### src/rtl/tvp_pkg.sv
// Shared types and constants of the trapezoid velocity profile block.
// No dependencies; imported by the register file, the top level and the testbench.
package tvp_pkg;

   // register indexes (byte address = 4 * index)
   localparam logic [2:0] REG_MODE     = 3'd0;
   localparam logic [2:0] REG_PEAK     = 3'd1;
   localparam logic [2:0] REG_INITIAL  = 3'd2;
   localparam logic [2:0] REG_FINAL    = 3'd3;
   localparam logic [2:0] REG_ACCEL    = 3'd4;
   localparam logic [2:0] REG_LENGTH   = 3'd5;
   localparam logic [2:0] REG_FLOOR    = 3'd6;

   // mode codes
   localparam logic [1:0] MODE_STRAIGHT = 2'd0;
   localparam logic [1:0] MODE_STOP     = 2'd1;
   localparam logic [1:0] MODE_FREE     = 2'd2;

   localparam int unsigned VEL_W = 13;
   localparam int unsigned ACC_W = 16;
   localparam int unsigned LEN_W = 30;
   localparam int unsigned CSR_AW = 5;

   // um per mm, as a multiplier operand
   localparam logic signed [17:0] UM_PER_MM = 18'sd1000;

   localparam logic [ACC_W-1:0] ACCEL_RESET = 16'd1000;

   typedef struct packed {
      logic [1:0]       mode;
      logic [VEL_W-1:0] peak;
      logic [VEL_W-1:0] initial_v;
      logic [VEL_W-1:0] final_v;
      logic [ACC_W-1:0] accel;
      logic [LEN_W-1:0] length;
      logic [VEL_W-1:0] floor_v;
   } tvp_cfg_type;

endpackage

### src/rtl/tvp_csr.sv
// Configuration register file of the trapezoid velocity profile block.
// APB-style write/read port; depends on tvp_pkg.
module tvp_csr (
   input  logic                      clock,
   input  logic                      reset,
   input  logic                      csr_psel,
   input  logic                      csr_penable,
   input  logic                      csr_pwrite,
   input  logic [tvp_pkg::CSR_AW-1:0] csr_paddr,
   input  logic [31:0]               csr_pwdata,
   output logic [31:0]               csr_prdata,
   output logic                      csr_pready,
   output tvp_pkg::tvp_cfg_type      cfg
);
   import tvp_pkg::*;

   tvp_cfg_type cfg_ff;
   logic        wr_en;
   logic [2:0]  idx;

   assign csr_pready = 1'b1;
   assign wr_en      = csr_psel && csr_penable && csr_pwrite && csr_pready;
   assign idx        = csr_paddr[4:2];
   assign cfg        = cfg_ff;

   // register writes
   always_ff @(posedge clock) begin
      if (reset) begin
         cfg_ff.mode      <= MODE_STOP;
         cfg_ff.peak      <= '0;
         cfg_ff.initial_v <= '0;
         cfg_ff.final_v   <= '0;
         cfg_ff.accel     <= ACCEL_RESET;
         cfg_ff.length    <= '0;
         cfg_ff.floor_v   <= '0;
      end else if (wr_en) begin
         unique case (idx)
            REG_MODE:    cfg_ff.mode      <= csr_pwdata[1:0];
            REG_PEAK:    cfg_ff.peak      <= csr_pwdata[VEL_W-1:0];
            REG_INITIAL: cfg_ff.initial_v <= csr_pwdata[VEL_W-1:0];
            REG_FINAL:   cfg_ff.final_v   <= csr_pwdata[VEL_W-1:0];
            REG_ACCEL:   cfg_ff.accel     <= csr_pwdata[ACC_W-1:0];
            REG_LENGTH:  cfg_ff.length    <= csr_pwdata[LEN_W-1:0];
            REG_FLOOR:   cfg_ff.floor_v   <= csr_pwdata[VEL_W-1:0];
            default: ;
         endcase
      end
   end

   // read mux
   always_comb begin
      unique case (idx)
         REG_MODE:    csr_prdata = {30'd0, cfg_ff.mode};
         REG_PEAK:    csr_prdata = {19'd0, cfg_ff.peak};
         REG_INITIAL: csr_prdata = {19'd0, cfg_ff.initial_v};
         REG_FINAL:   csr_prdata = {19'd0, cfg_ff.final_v};
         REG_ACCEL:   csr_prdata = {16'd0, cfg_ff.accel};
         REG_LENGTH:  csr_prdata = {2'd0, cfg_ff.length};
         REG_FLOOR:   csr_prdata = {19'd0, cfg_ff.floor_v};
         default:     csr_prdata = 32'd0;
      endcase
   end

endmodule

### src/rtl/tvp_mul.sv
// Shared signed multiplier of the trapezoid velocity profile block.
// 34 x 18 bits, product registered; no dependencies.
module tvp_mul (
   input  logic               clock,
   input  logic signed [33:0] op_a,
   input  logic signed [17:0] op_b,
   output logic signed [51:0] prod
);

   logic signed [51:0] prod_ff;

   // one product per cycle
   always_ff @(posedge clock) begin
      prod_ff <= op_a * op_b;
   end

   assign prod = prod_ff;

endmodule

### src/rtl/trapezoid_velocity_profile.sv
// Top level of the trapezoid velocity profile block: sequencer, state, stream ports.
// Depends on tvp_pkg, tvp_csr and tvp_mul.
//
//   channel   dir  ports                          payload
//   req       in   req_tvalid/tready/tdata        travelled (32 b signed)
//   rsp       out  rsp_tvalid/tready/tdata/tuser  velocity_out, accel_out, done_res
//   csr       in   csr_psel/penable/pwrite/...    7 registers at 4*index
//
// Straight mode: the shared multiplier does seven products one after another in steps
// ST_PK to ST_LA, then ST_PH picks the phase and ST_FIN loads the result. Stop and free mode go to ST_FIN.
// A new item is taken in the cycle after the result is loaded, even while it waits.
// Synchronous reset clears state and the result slot; a stalled result holds the
// final step until the slot frees.
module trapezoid_velocity_profile (
   input  logic                       clock,
   input  logic                       reset,
   input  logic                       req_tvalid,
   output logic                       req_tready,
   input  logic [31:0]                req_tdata,   // [31:0] travelled
   output logic                       rsp_tvalid,
   input  logic                       rsp_tready,
   output logic [55:0]                rsp_tdata,   // [31:0] velocity_out, [48:32] accel_out
   output logic                       rsp_tuser,   // [0] done_res
   input  logic                       csr_psel,
   input  logic                       csr_penable,
   input  logic                       csr_pwrite,
   input  logic [tvp_pkg::CSR_AW-1:0] csr_paddr,
   input  logic [31:0]                csr_pwdata,
   output logic [31:0]                csr_prdata,
   output logic                       csr_pready
);
   import tvp_pkg::*;

   typedef enum logic [3:0] {
      ST_IDLE, ST_PK, ST_V0, ST_V1, ST_AN, ST_DN, ST_SA, ST_LA, ST_PH, ST_FIN
   } state_type;

   // times 1000 as shift and subtract: 1024 - 16 - 8
   function automatic logic [22:0] mul1000(input logic [12:0] x);
      logic [22:0] w;
      begin
         w = {x, 10'b0} - {6'b0, x, 4'b0} - {7'b0, x, 3'b0};
         return w;
      end
   endfunction

   tvp_cfg_type cfg;

   state_type          state_ff;
   logic signed [31:0] s_ff;
   logic signed [33:0] ls_ff;
   logic [25:0]        pk2_ff;
   logic signed [26:0] accd_ff;
   logic signed [26:0] decd_ff;
   logic signed [37:0] accn_ff;
   logic signed [37:0] decn_ff;
   logic               cmp_acc_ff;
   logic               straight_ff;
   logic signed [31:0] vacc_ff;
   logic signed [16:0] accel_ff;
   logic [12:0]        limit_ff;
   logic               done_ff;
   logic               rsp_tvalid_ff;
   logic [31:0]        rsp_vel_ff;
   logic [16:0]        rsp_acc_ff;
   logic               rsp_done_ff;

   logic signed [33:0] op_a;
   logic signed [17:0] op_b;
   logic signed [51:0] prod;
   logic signed [17:0] two_a;
   logic signed [16:0] a_pos;
   logic signed [51:0] accn_ext;
   logic signed [51:0] decn_ext;
   logic signed [32:0] fl_ext;
   logic signed [32:0] vsum;
   logic signed [32:0] vsat;
   logic signed [32:0] vmag;
   logic signed [32:0] lim_ext;
   logic signed [31:0] vnext;
   logic               slot_free;
   logic               accept;

   tvp_csr u_csr (
      .clock       (clock),
      .reset       (reset),
      .csr_psel    (csr_psel),
      .csr_penable (csr_penable),
      .csr_pwrite  (csr_pwrite),
      .csr_paddr   (csr_paddr),
      .csr_pwdata  (csr_pwdata),
      .csr_prdata  (csr_prdata),
      .csr_pready  (csr_pready),
      .cfg         (cfg)
   );

   tvp_mul u_mul (
      .clock (clock),
      .op_a  (op_a),
      .op_b  (op_b),
      .prod  (prod)
   );

   assign two_a     = $signed({1'b0, cfg.accel, 1'b0});
   assign a_pos     = $signed({1'b0, cfg.accel});
   assign accn_ext  = {{14{accn_ff[37]}}, accn_ff};
   assign decn_ext  = {{14{decn_ff[37]}}, decn_ff};
   assign fl_ext    = $signed({10'b0, mul1000(cfg.floor_v)});
   assign slot_free = !rsp_tvalid_ff || rsp_tready;
   assign accept    = req_tvalid && req_tready;

   assign req_tready = (state_ff == ST_IDLE);
   assign rsp_tvalid = rsp_tvalid_ff;
   assign rsp_tdata  = {7'b0, rsp_acc_ff, rsp_vel_ff};
   assign rsp_tuser  = rsp_done_ff;

   // multiplier operand select per step
   always_comb begin
      op_a = '0;
      op_b = '0;
      unique case (state_ff)
         ST_PK: begin
            op_a = $signed({21'b0, cfg.peak});
            op_b = $signed({5'b0, cfg.peak});
         end
         ST_V0: begin
            op_a = $signed({21'b0, cfg.initial_v});
            op_b = $signed({5'b0, cfg.initial_v});
         end
         ST_V1: begin
            op_a = $signed({21'b0, cfg.final_v});
            op_b = $signed({5'b0, cfg.final_v});
         end
         ST_AN: begin
            op_a = {{7{accd_ff[26]}}, accd_ff};
            op_b = UM_PER_MM;
         end
         ST_DN: begin
            op_a = {{7{decd_ff[26]}}, decd_ff};
            op_b = UM_PER_MM;
         end
         ST_SA: begin
            op_a = {{2{s_ff[31]}}, s_ff};
            op_b = two_a;
         end
         ST_LA: begin
            op_a = ls_ff;
            op_b = two_a;
         end
         default: ;
      endcase
   end

   // velocity integration: add step, saturate to 32 bits, clamp to limit
   always_comb begin
      vsum    = {vacc_ff[31], vacc_ff} + {{16{accel_ff[16]}}, accel_ff};
      if (vsum > 33'sh07FFFFFFF)
         vsat = 33'sh07FFFFFFF;
      else if (vsum < -33'sh080000000)
         vsat = -33'sh080000000;
      else
         vsat = vsum;
      vmag    = vsat[32] ? -vsat : vsat;
      lim_ext = $signed({10'b0, mul1000(limit_ff)});
      vnext   = (vmag > lim_ext) ? lim_ext[31:0] : vsat[31:0];
   end

   // sequencer, profile state and result register
   always_ff @(posedge clock) begin
      if (reset) begin
         state_ff      <= ST_IDLE;
         vacc_ff       <= '0;
         accel_ff      <= '0;
         limit_ff      <= '0;
         done_ff       <= 1'b0;
         straight_ff   <= 1'b0;
         rsp_tvalid_ff <= 1'b0;
      end else begin
         // result slot: filled by the last step, emptied by a transfer
         if (state_ff == ST_FIN && slot_free)
            rsp_tvalid_ff <= 1'b1;
         else if (rsp_tvalid_ff && rsp_tready)
            rsp_tvalid_ff <= 1'b0;
         unique case (state_ff)
            ST_IDLE: begin
               if (accept) begin
                  s_ff        <= $signed(req_tdata);
                  straight_ff <= (cfg.mode == MODE_STRAIGHT);
                  done_ff     <= (cfg.mode != MODE_STRAIGHT) && (cfg.mode != MODE_STOP);
                  state_ff    <= (cfg.mode == MODE_STRAIGHT) ? ST_PK : ST_FIN;
               end
            end
            ST_PK: begin
               ls_ff    <= $signed({4'b0, cfg.length}) - {{2{s_ff[31]}}, s_ff};
               state_ff <= ST_V0;
            end
            ST_V0: begin
               pk2_ff   <= prod[25:0];
               state_ff <= ST_V1;
            end
            ST_V1: begin
               accd_ff  <= $signed({1'b0, pk2_ff}) - prod[26:0];
               state_ff <= ST_AN;
            end
            ST_AN: begin
               decd_ff  <= $signed({1'b0, pk2_ff}) - prod[26:0];
               state_ff <= ST_DN;
            end
            ST_DN: begin
               accn_ff  <= prod[37:0];
               state_ff <= ST_SA;
            end
            ST_SA: begin
               decn_ff  <= prod[37:0];
               state_ff <= ST_LA;
            end
            ST_LA: begin
               cmp_acc_ff <= (accn_ext > prod);
               state_ff   <= ST_PH;
            end
            ST_PH: begin
               // phase choice: accelerate or cruise, decelerate or snap up to the floor, done
               if (cmp_acc_ff || (prod > decn_ext)) begin
                  accel_ff <= a_pos;
                  limit_ff <= cfg.peak;
                  done_ff  <= 1'b0;
               end else if (ls_ff > 34'sd0) begin
                  done_ff <= 1'b0;
                  if ($signed({vacc_ff[31], vacc_ff}) < fl_ext) begin
                     accel_ff <= '0;
                     vacc_ff  <= fl_ext[31:0];
                  end else begin
                     accel_ff <= -a_pos;
                  end
               end else begin
                  accel_ff <= '0;
                  vacc_ff  <= {9'b0, mul1000(cfg.final_v)};
                  done_ff  <= 1'b1;
               end
               state_ff <= ST_FIN;
            end
            ST_FIN: begin
               if (slot_free) begin
                  rsp_acc_ff    <= accel_ff;
                  rsp_done_ff   <= done_ff;
                  if (straight_ff) begin
                     vacc_ff    <= vnext;
                     rsp_vel_ff <= vnext;
                  end else begin
                     rsp_vel_ff <= vacc_ff;
                  end
                  state_ff <= ST_IDLE;
               end
            end
            default: state_ff <= ST_IDLE;
         endcase
      end
   end

endmodule

### config.mk
export PLATFORM = sky130hd
export DESIGN_NAME = trapezoid_velocity_profile
export DESIGN_NICKNAME = d
export VERILOG_FILES = /design/src/rtl/tvp_pkg.sv /design/src/rtl/tvp_csr.sv /design/src/rtl/tvp_mul.sv /design/src/rtl/trapezoid_velocity_profile.sv
export SDC_FILE = /design/constraint.sdc
export NUM_CORES = 2
export LEC_CHECK = 0
export ABC_AREA = 1
export BUFFER_PORTS_ARGS = -buffer_cell sky130_fd_sc_hd__buf_2
export CAP_MARGIN = 40
export CORE_MARGIN = 2
export CORE_UTILIZATION = 60
export CTS_CLUSTER_SIZE = 20
export DETAILED_ROUTE_END_ITERATION = 7
export GPL_ROUTABILITY_DRIVEN = 1
export PLACE_DENSITY = 0.77
export SYNTH_ARGS = -nofsm -noshare
export SYNTH_HDL_FRONTEND = slang
export SYNTH_HIERARCHICAL = 1
export SYNTH_SLANG_ARGS = --single-unit
### constraint.sdc
create_clock -name clock -period 9.4 [get_ports clock]
set_input_delay 1.41 -clock clock [delete_from_list [all_inputs] [get_ports clock]]
set_output_delay 1.41 -clock clock [all_outputs]
set_load 0.005 [all_outputs]
### Word-level counts from Yosys, hierarchy flattened

Index checks and enable logic that the tools add are counted.

| storage, ports and cells | value |
|---|---|
| flip-flop bits (word level) | 494 |
| bits of input ports | 76 |
| output and inout bits | 92 |
| logic and storage cells | 131 |

| cells by class | value |
|---|---|
| add/subtract/negate cells | 11 |
| multiply operators | 1 |
| $lt $le $gt $ge | 7 |
| equality and inequality tests | 20 |
| multiplexer cells | 26 |
| bitwise gates (word level) | 1 |
| reductions and logical operators | 39 |

Operators by type and width:

| cell | count |
|---|---|
| one-hot mux 34 bit (7 select lines) | 1 |
| one-hot mux 30 bit (7 select lines) | 1 |
| 2-to-1 mux 32 bit | 6 |
| 2-to-1 mux 33 bit | 3 |
| one-hot mux 17 bit (5 select lines) | 1 |
| subtractor 23 x 16 -> 23 bit | 3 |
| subtractor 23 x 17 -> 23 bit | 3 |
| one-hot mux 32 bit (2 select lines) | 1 |
| greater-than comparator 38 x 52 -> 1 bit | 1 |
| greater-than comparator 52 x 38 -> 1 bit | 1 |
| multiplier 34 x 18 -> 52 bit | 1 |
| 2-to-1 mux 17 bit | 3 |
| one-hot mux 4 bit (10 select lines) | 1 |
| AND reduction 2 bit | 18 |
| greater-than comparator 34 x 1 -> 1 bit (second input constant) | 1 |
| adder 32 x 17 -> 33 bit | 1 |
| greater-than comparator 33 x 24 -> 1 bit | 1 |
| greater-than comparator 33 x 32 -> 1 bit (second input constant) | 1 |
| < comparator 33 x 32 -> 1 bit (second input constant) | 1 |
| negator 33 bit | 1 |
| subtractor 31 x 32 -> 33 bit | 1 |
| < comparator 32 x 24 -> 1 bit | 1 |
| subtractor 26 x 27 -> 27 bit | 1 |
| negator 16 -> 17 bit | 1 |
| other kinds (24) | 51 |

### Longest topological paths before layout

| depth | value |
|---|---|
| depth after elaboration | 11 |
| mapped depth | 50 |
| gate-level depth less buffers | 48 |

### Modules after synthesis

Netlist, hierarchy kept.

By module, submodules not included:

| module | instances | cells each | area an instance (sq um) | sequential area each (sq um) |
|---|---|---|---|---|
| trapezoid_velocity_profile | 1 | 3164 | 25891.1 | 9549.2 |
| tvp_mul | 1 | 3246 | 24096.9 | 1041.0 |
| tvp_csr | 1 | 802 | 5038.6 | 2001.9 |

### Worst setup path before layout

OpenSTA, ideal clock, no wires.

| path | value |
|---|---|
| path type | register to register |
| start | register state_ff[1] |
| end | register u_mul.prod_ff[49] (netlist: u_mul/prod[49]) |
| setup time | 0.113 ns |
| arrival time | 6.507 ns |
| required time | 9.287 ns |
| path slack | 2.780 ns |
| cell stages (with the launch flop) | 30 |
| clock period less this slack | 6.620 ns |
| cell sequence | dfxtp_1 inv_1 nor2_1 inv_1 nor2_1 clkbuf_1 a221oi_1 nand2_1 clkbuf_1 clkbuf_1 nand2_1 fa_1 inv_1 fa_1 fa_1 fa_1 inv_1 fa_1 inv_1 fa_1 ha_1 nand2_1 nor2_1 inv_1 nor2_1 nand2_1 nor2_1 nand2_1 nand4_1 nand2_1 |

| on the way | value |
|---|---|
| word-level cells in the longest chain between the ends | 4 |

Ends and longest elaborated chain:

| element | line | RTL |
|---|---|---|
| start, declared | trapezoid_velocity_profile.sv:49 | `state_type state_ff;` |
| start signal, assigned | trapezoid_velocity_profile.sv:190 | `state_ff <= (cfg.mode == MODE_STRAIGHT) ? ST_PK : ST_FIN;` |
| == test 4 x 3 -> 1 bit | trapezoid_velocity_profile.sv:121 | `unique case (state_ff)` |
| OR reduction 2 bit (no line) | n/a |  |
| one-hot mux 17 bit (5 select lines) * | trapezoid_velocity_profile.sv:121 |  |
| via op_b[6] | trapezoid_velocity_profile.sv:69 | `logic signed [17:0] op_b;` |
| multiplier 34 x 18 -> 52 bit * | tvp_mul.sv:14 | `prod_ff <= op_a * op_b;` |
| end signal, assigned | tvp_mul.sv:14 |  |
| end, declared | tvp_mul.sv:10 | `logic signed [51:0] prod_ff;` |

The timed path passes the listed nets; every way through them passes the cells marked *.
A chain may end at the register's enable or synchronous reset.

### Final worst setup path

| path | value |
|---|---|
| start | register state_ff[3] |
| end | register u_mul.prod_ff[23] (netlist: u_mul/prod[23]) |

RTL lines:

| element | line | RTL |
|---|---|---|
| == test 4 x 3 -> 1 bit, or another cell as far along | trapezoid_velocity_profile.sv:121 |  |
| one-hot mux 34 bit (7 select lines) * | trapezoid_velocity_profile.sv:121 |  |
| via op_a[11] | trapezoid_velocity_profile.sv:68 | `logic signed [33:0] op_a;` |
| multiplier 34 x 18 -> 52 bit * | tvp_mul.sv:14 |  |

Marked as above.

==> flow_summary.toml <==
[yosys]
yosysTopAreaCell = "fa_1"
synthTopCellsByArea = "fa_1 (22%), edfxtp_1 (15%), nand2_1 (13%), inv_1 (11%), ha_1 (9.9%)"
synthCells = 7212
synth_ff_type = "edfxtp_1"
syn_area_mm2 = 0.0550
yosys.area.top_type_share_pct = 22.0
async_reset_ff_share_pct = 0
synth_seq_area_share_pct = 22.9
synth.ff_latch_count = 493
synth_edf_count = 272
synth_warnings = 6
synth_area_per_cell_um2 = 7.63
ys_types = 65

[clocking]
cts_tree = "done"
root_buffer = "clkbuf_16"
cts_resized = 0
clk_latency_ns = 0.67
clock_sink_count = 493
clk_pin_slew_ns = 0.07
cts-htree-levels = 2
clockBufferDepth = 3
postCtsHoldBufs = 0
cts_buffers = 58
cts_setup_buffers = 0

[detailed_routing]
drcViolationCount = 3
wl_um = 164000
route.antenna.remaining_nets = 0
wl_per_cell_um = 19.3
num_vias = 47000
dr.pass1.iters = 8
via_per_inst = 5.53
drt_iter0_markers = 4241

[power]
p_sw_share_pct = 39.5
ir_worst_vdd_mv = 0.167
pwr_density_cell_mw_per_mm2 = 129
switchingPower_w = 0.00300
p_int_w = 0.00461
power.leakage_nw = 31.0
power.share.clock_pct = 30.1
comb_power_share_pct = 36.6
pwr-share-seq_pct = 33.3

[floorplanning]
die_y_um = 307
die-area_mm2 = 0.0942
core_area_mm2 = 0.0912
num_rows = 111
top_level_ports = 168
start_util_pct = 60.3
die_w_um = 307

[sta]
relSlewSlack_pct = 22.3
worst_slack_ns = 0.774
tns_ns = 0
fmax_mhz = 116
finalCriticalPeriod_ns = 8.63
finalHoldViolCount = 0
grt_setup_unrepaired = "false"
slew_viol_final = 0
period_share_pct = 91.8
finalSetupViolations = 0
clock_skew_ns = 0.0351
worstMarginPinSlew_ns = 1.17

[setup_path]
cp-end-kind = "register"
critPathKind = "register to register"
crit_family = "adder cells"
ff2ff_setup_slack_ns = 0.77
worst-path-max-fanout = 15
start_kind = "register"
critPathArrivalTime_ns = 9.16
slowest_delay_ns = 0.92
cp.required_ns = 9.93
crit_path_top_delay_cell = "a221oi_1"
path_common_cell = "inv_1"
crit_buf_inv = 9

[global_routing]
grt_overflow = 0
groute.usage.overall_pct = 35.4
grt_max_degree = 89
grt_pass1_wl_um = 258000
grt_pass1_vias = 47300
antenna_found_initial = 4

[placement]
portBuffers = 153
pre_cts_slack_ns = 1.27
hpwl_um = 132000
place.gp.congestion = 1.01

[worst_hold_path]
min_path_type = "register to register"

[cells_and_area]
layout.nets = 8383
area_growth_pct = 7.26
drive_gt1_share_pct = 6.86

[flow_run]
drv_cap = 0

[run_status]
status = "finished with violations"
violations = "DRC"
[kinds of logic (layout without fill, tap and decap cells)]
kind of cell | Yosys count | in the layout | synth area share (%)
adder cells (fa/ha/maj) | 1043 | 1043 | 32.0
other | 3 | 12 | 0.0205
XOR/XNOR | 186 | 186 | 2.96
buffers and inverters | 1831 | 1924 | 12.9
AO/OA/AOI/OAI | 626 | 626 | 6.65
flip-flops | 493 | 493 | 22.9
AND/OR/NAND/NOR | 3030 | 3030 | 22.6
[through the flow]
stage               hold slack, ns  utilization (%)  cells  power (W)  instance area, um2
floorplan                    0.403                -   7220    0.00440               55100
global placement             0.414             62.3   8375    0.00526               56900
detailed placement           0.435             62.6   8390    0.00531               57100
CTS                          0.451             64.7   8499    0.00760               59000
global route                 0.458             64.7   8499    0.00800               59000
finish                       0.458             64.7   8500    0.00761               59000
[cell usage after synthesis, drive strengths merged (2+ instances only)]
cell     instances
nand2         1993
inv           1567
fa             606
nor2           587
ha             437
a21oi          325
nand3          289
edfxtp         272
dfxtp          221
clkbuf         174
xor2           141
o21ai          139
buf             86
nand4           86
xnor2           45
nor3            31
o21bai          27
a221oi          26
o2111ai         17
nor4            15
a211oi          14
or2             14
a31oi           11
o211ai          10
o221ai          10
a21o             9
nand3b           8
o21a             8
o31ai            8
a21boi           4
a311oi           4
clkinv           4
and2             3
conb             3
o22ai            3
nor3b            2
o221a            2
[state kept, by name, indices dropped and copies added (netlist names), 26 cells and up]
signal and cells:
decd_ff 27, ls_ff 33, pk2_ff 26, accn_ff 38
accd_ff 27, u_csr/cfg 100, u_mul/prod 52, decn_ff 38
rsp_vel_ff 32, s_ff 32, vacc_ff 32
[cell usage in the layout, fill, tap and decap left out, drive strengths merged, types with 9 or more instances in the layout]
cell type	Yosys	routed
buf	86	244
nand3	289	289
edfxtp	272	272
a31oi	11	11
nand2	1993	1993
inv	1567	1574
o221ai	10	10
nor4	15	15
xor2	141	141
fa	606	606
nor2	587	587
or2	14	14
a211oi	14	14
nor3	31	31
dfxtp	221	221
xnor2	45	45
o21ai	139	139
clkbuf	174	64
conb	3	11
a21o	9	9
o211ai	10	10
nand4	86	86
o21bai	27	27
o2111ai	17	17
a221oi	26	26
clkinv	4	32
a21oi	325	325
ha	437	437
[power by group through the flow]
stage               combinational, W  sequential, W  clock (W)
detailed placement           0.00273        0.00258          0
global placement             0.00269        0.00257          0
CTS                          0.00276        0.00253    0.00231
finish                       0.00279        0.00253    0.00230
floorplan                    0.00188        0.00252          0
global route                 0.00307        0.00254    0.00240
[final timing paths]
check,startpoint,endpoint,depth (start not counted)
setup / recovery,state_ff[3]$_SDFFE_PP0P_,u_mul/prod[23]$_DFF_P_,30
hold / removal,done_ff$_SDFFE_PP0P_,rsp_tuser$_DFFE_PP_,0
setup reg to reg,state_ff[3]$_SDFFE_PP0P_,u_mul/prod[23]$_DFF_P_,30
hold reg to reg,done_ff$_SDFFE_PP0P_,rsp_tuser$_DFFE_PP_,0
[metal layers]
layer | vias up | routed length (um) | track usage (%)
met2 | 2101 | 77400 | 59.2
met1 | 22300 | 62800 | 43.9
li1 | 22100 | - | -
met3 | 444 | 14300 | 6.53
met4 | 6 | 9730 | 18.3
met5 | - | 62 | 0.310
[cell type report]
cell class,instances,area (um2)
diodes,1,2.50
fillers,7949,32200
flip-flops and latches,493,12600
clock buffers,64,1470
multi-input cells,4896,35500
clock inverters,45,440
repair buffers,244,1580
well taps,1186,1480
inverters,1571,5900
No activity file was read; power rests on OpenSTA's default activity.
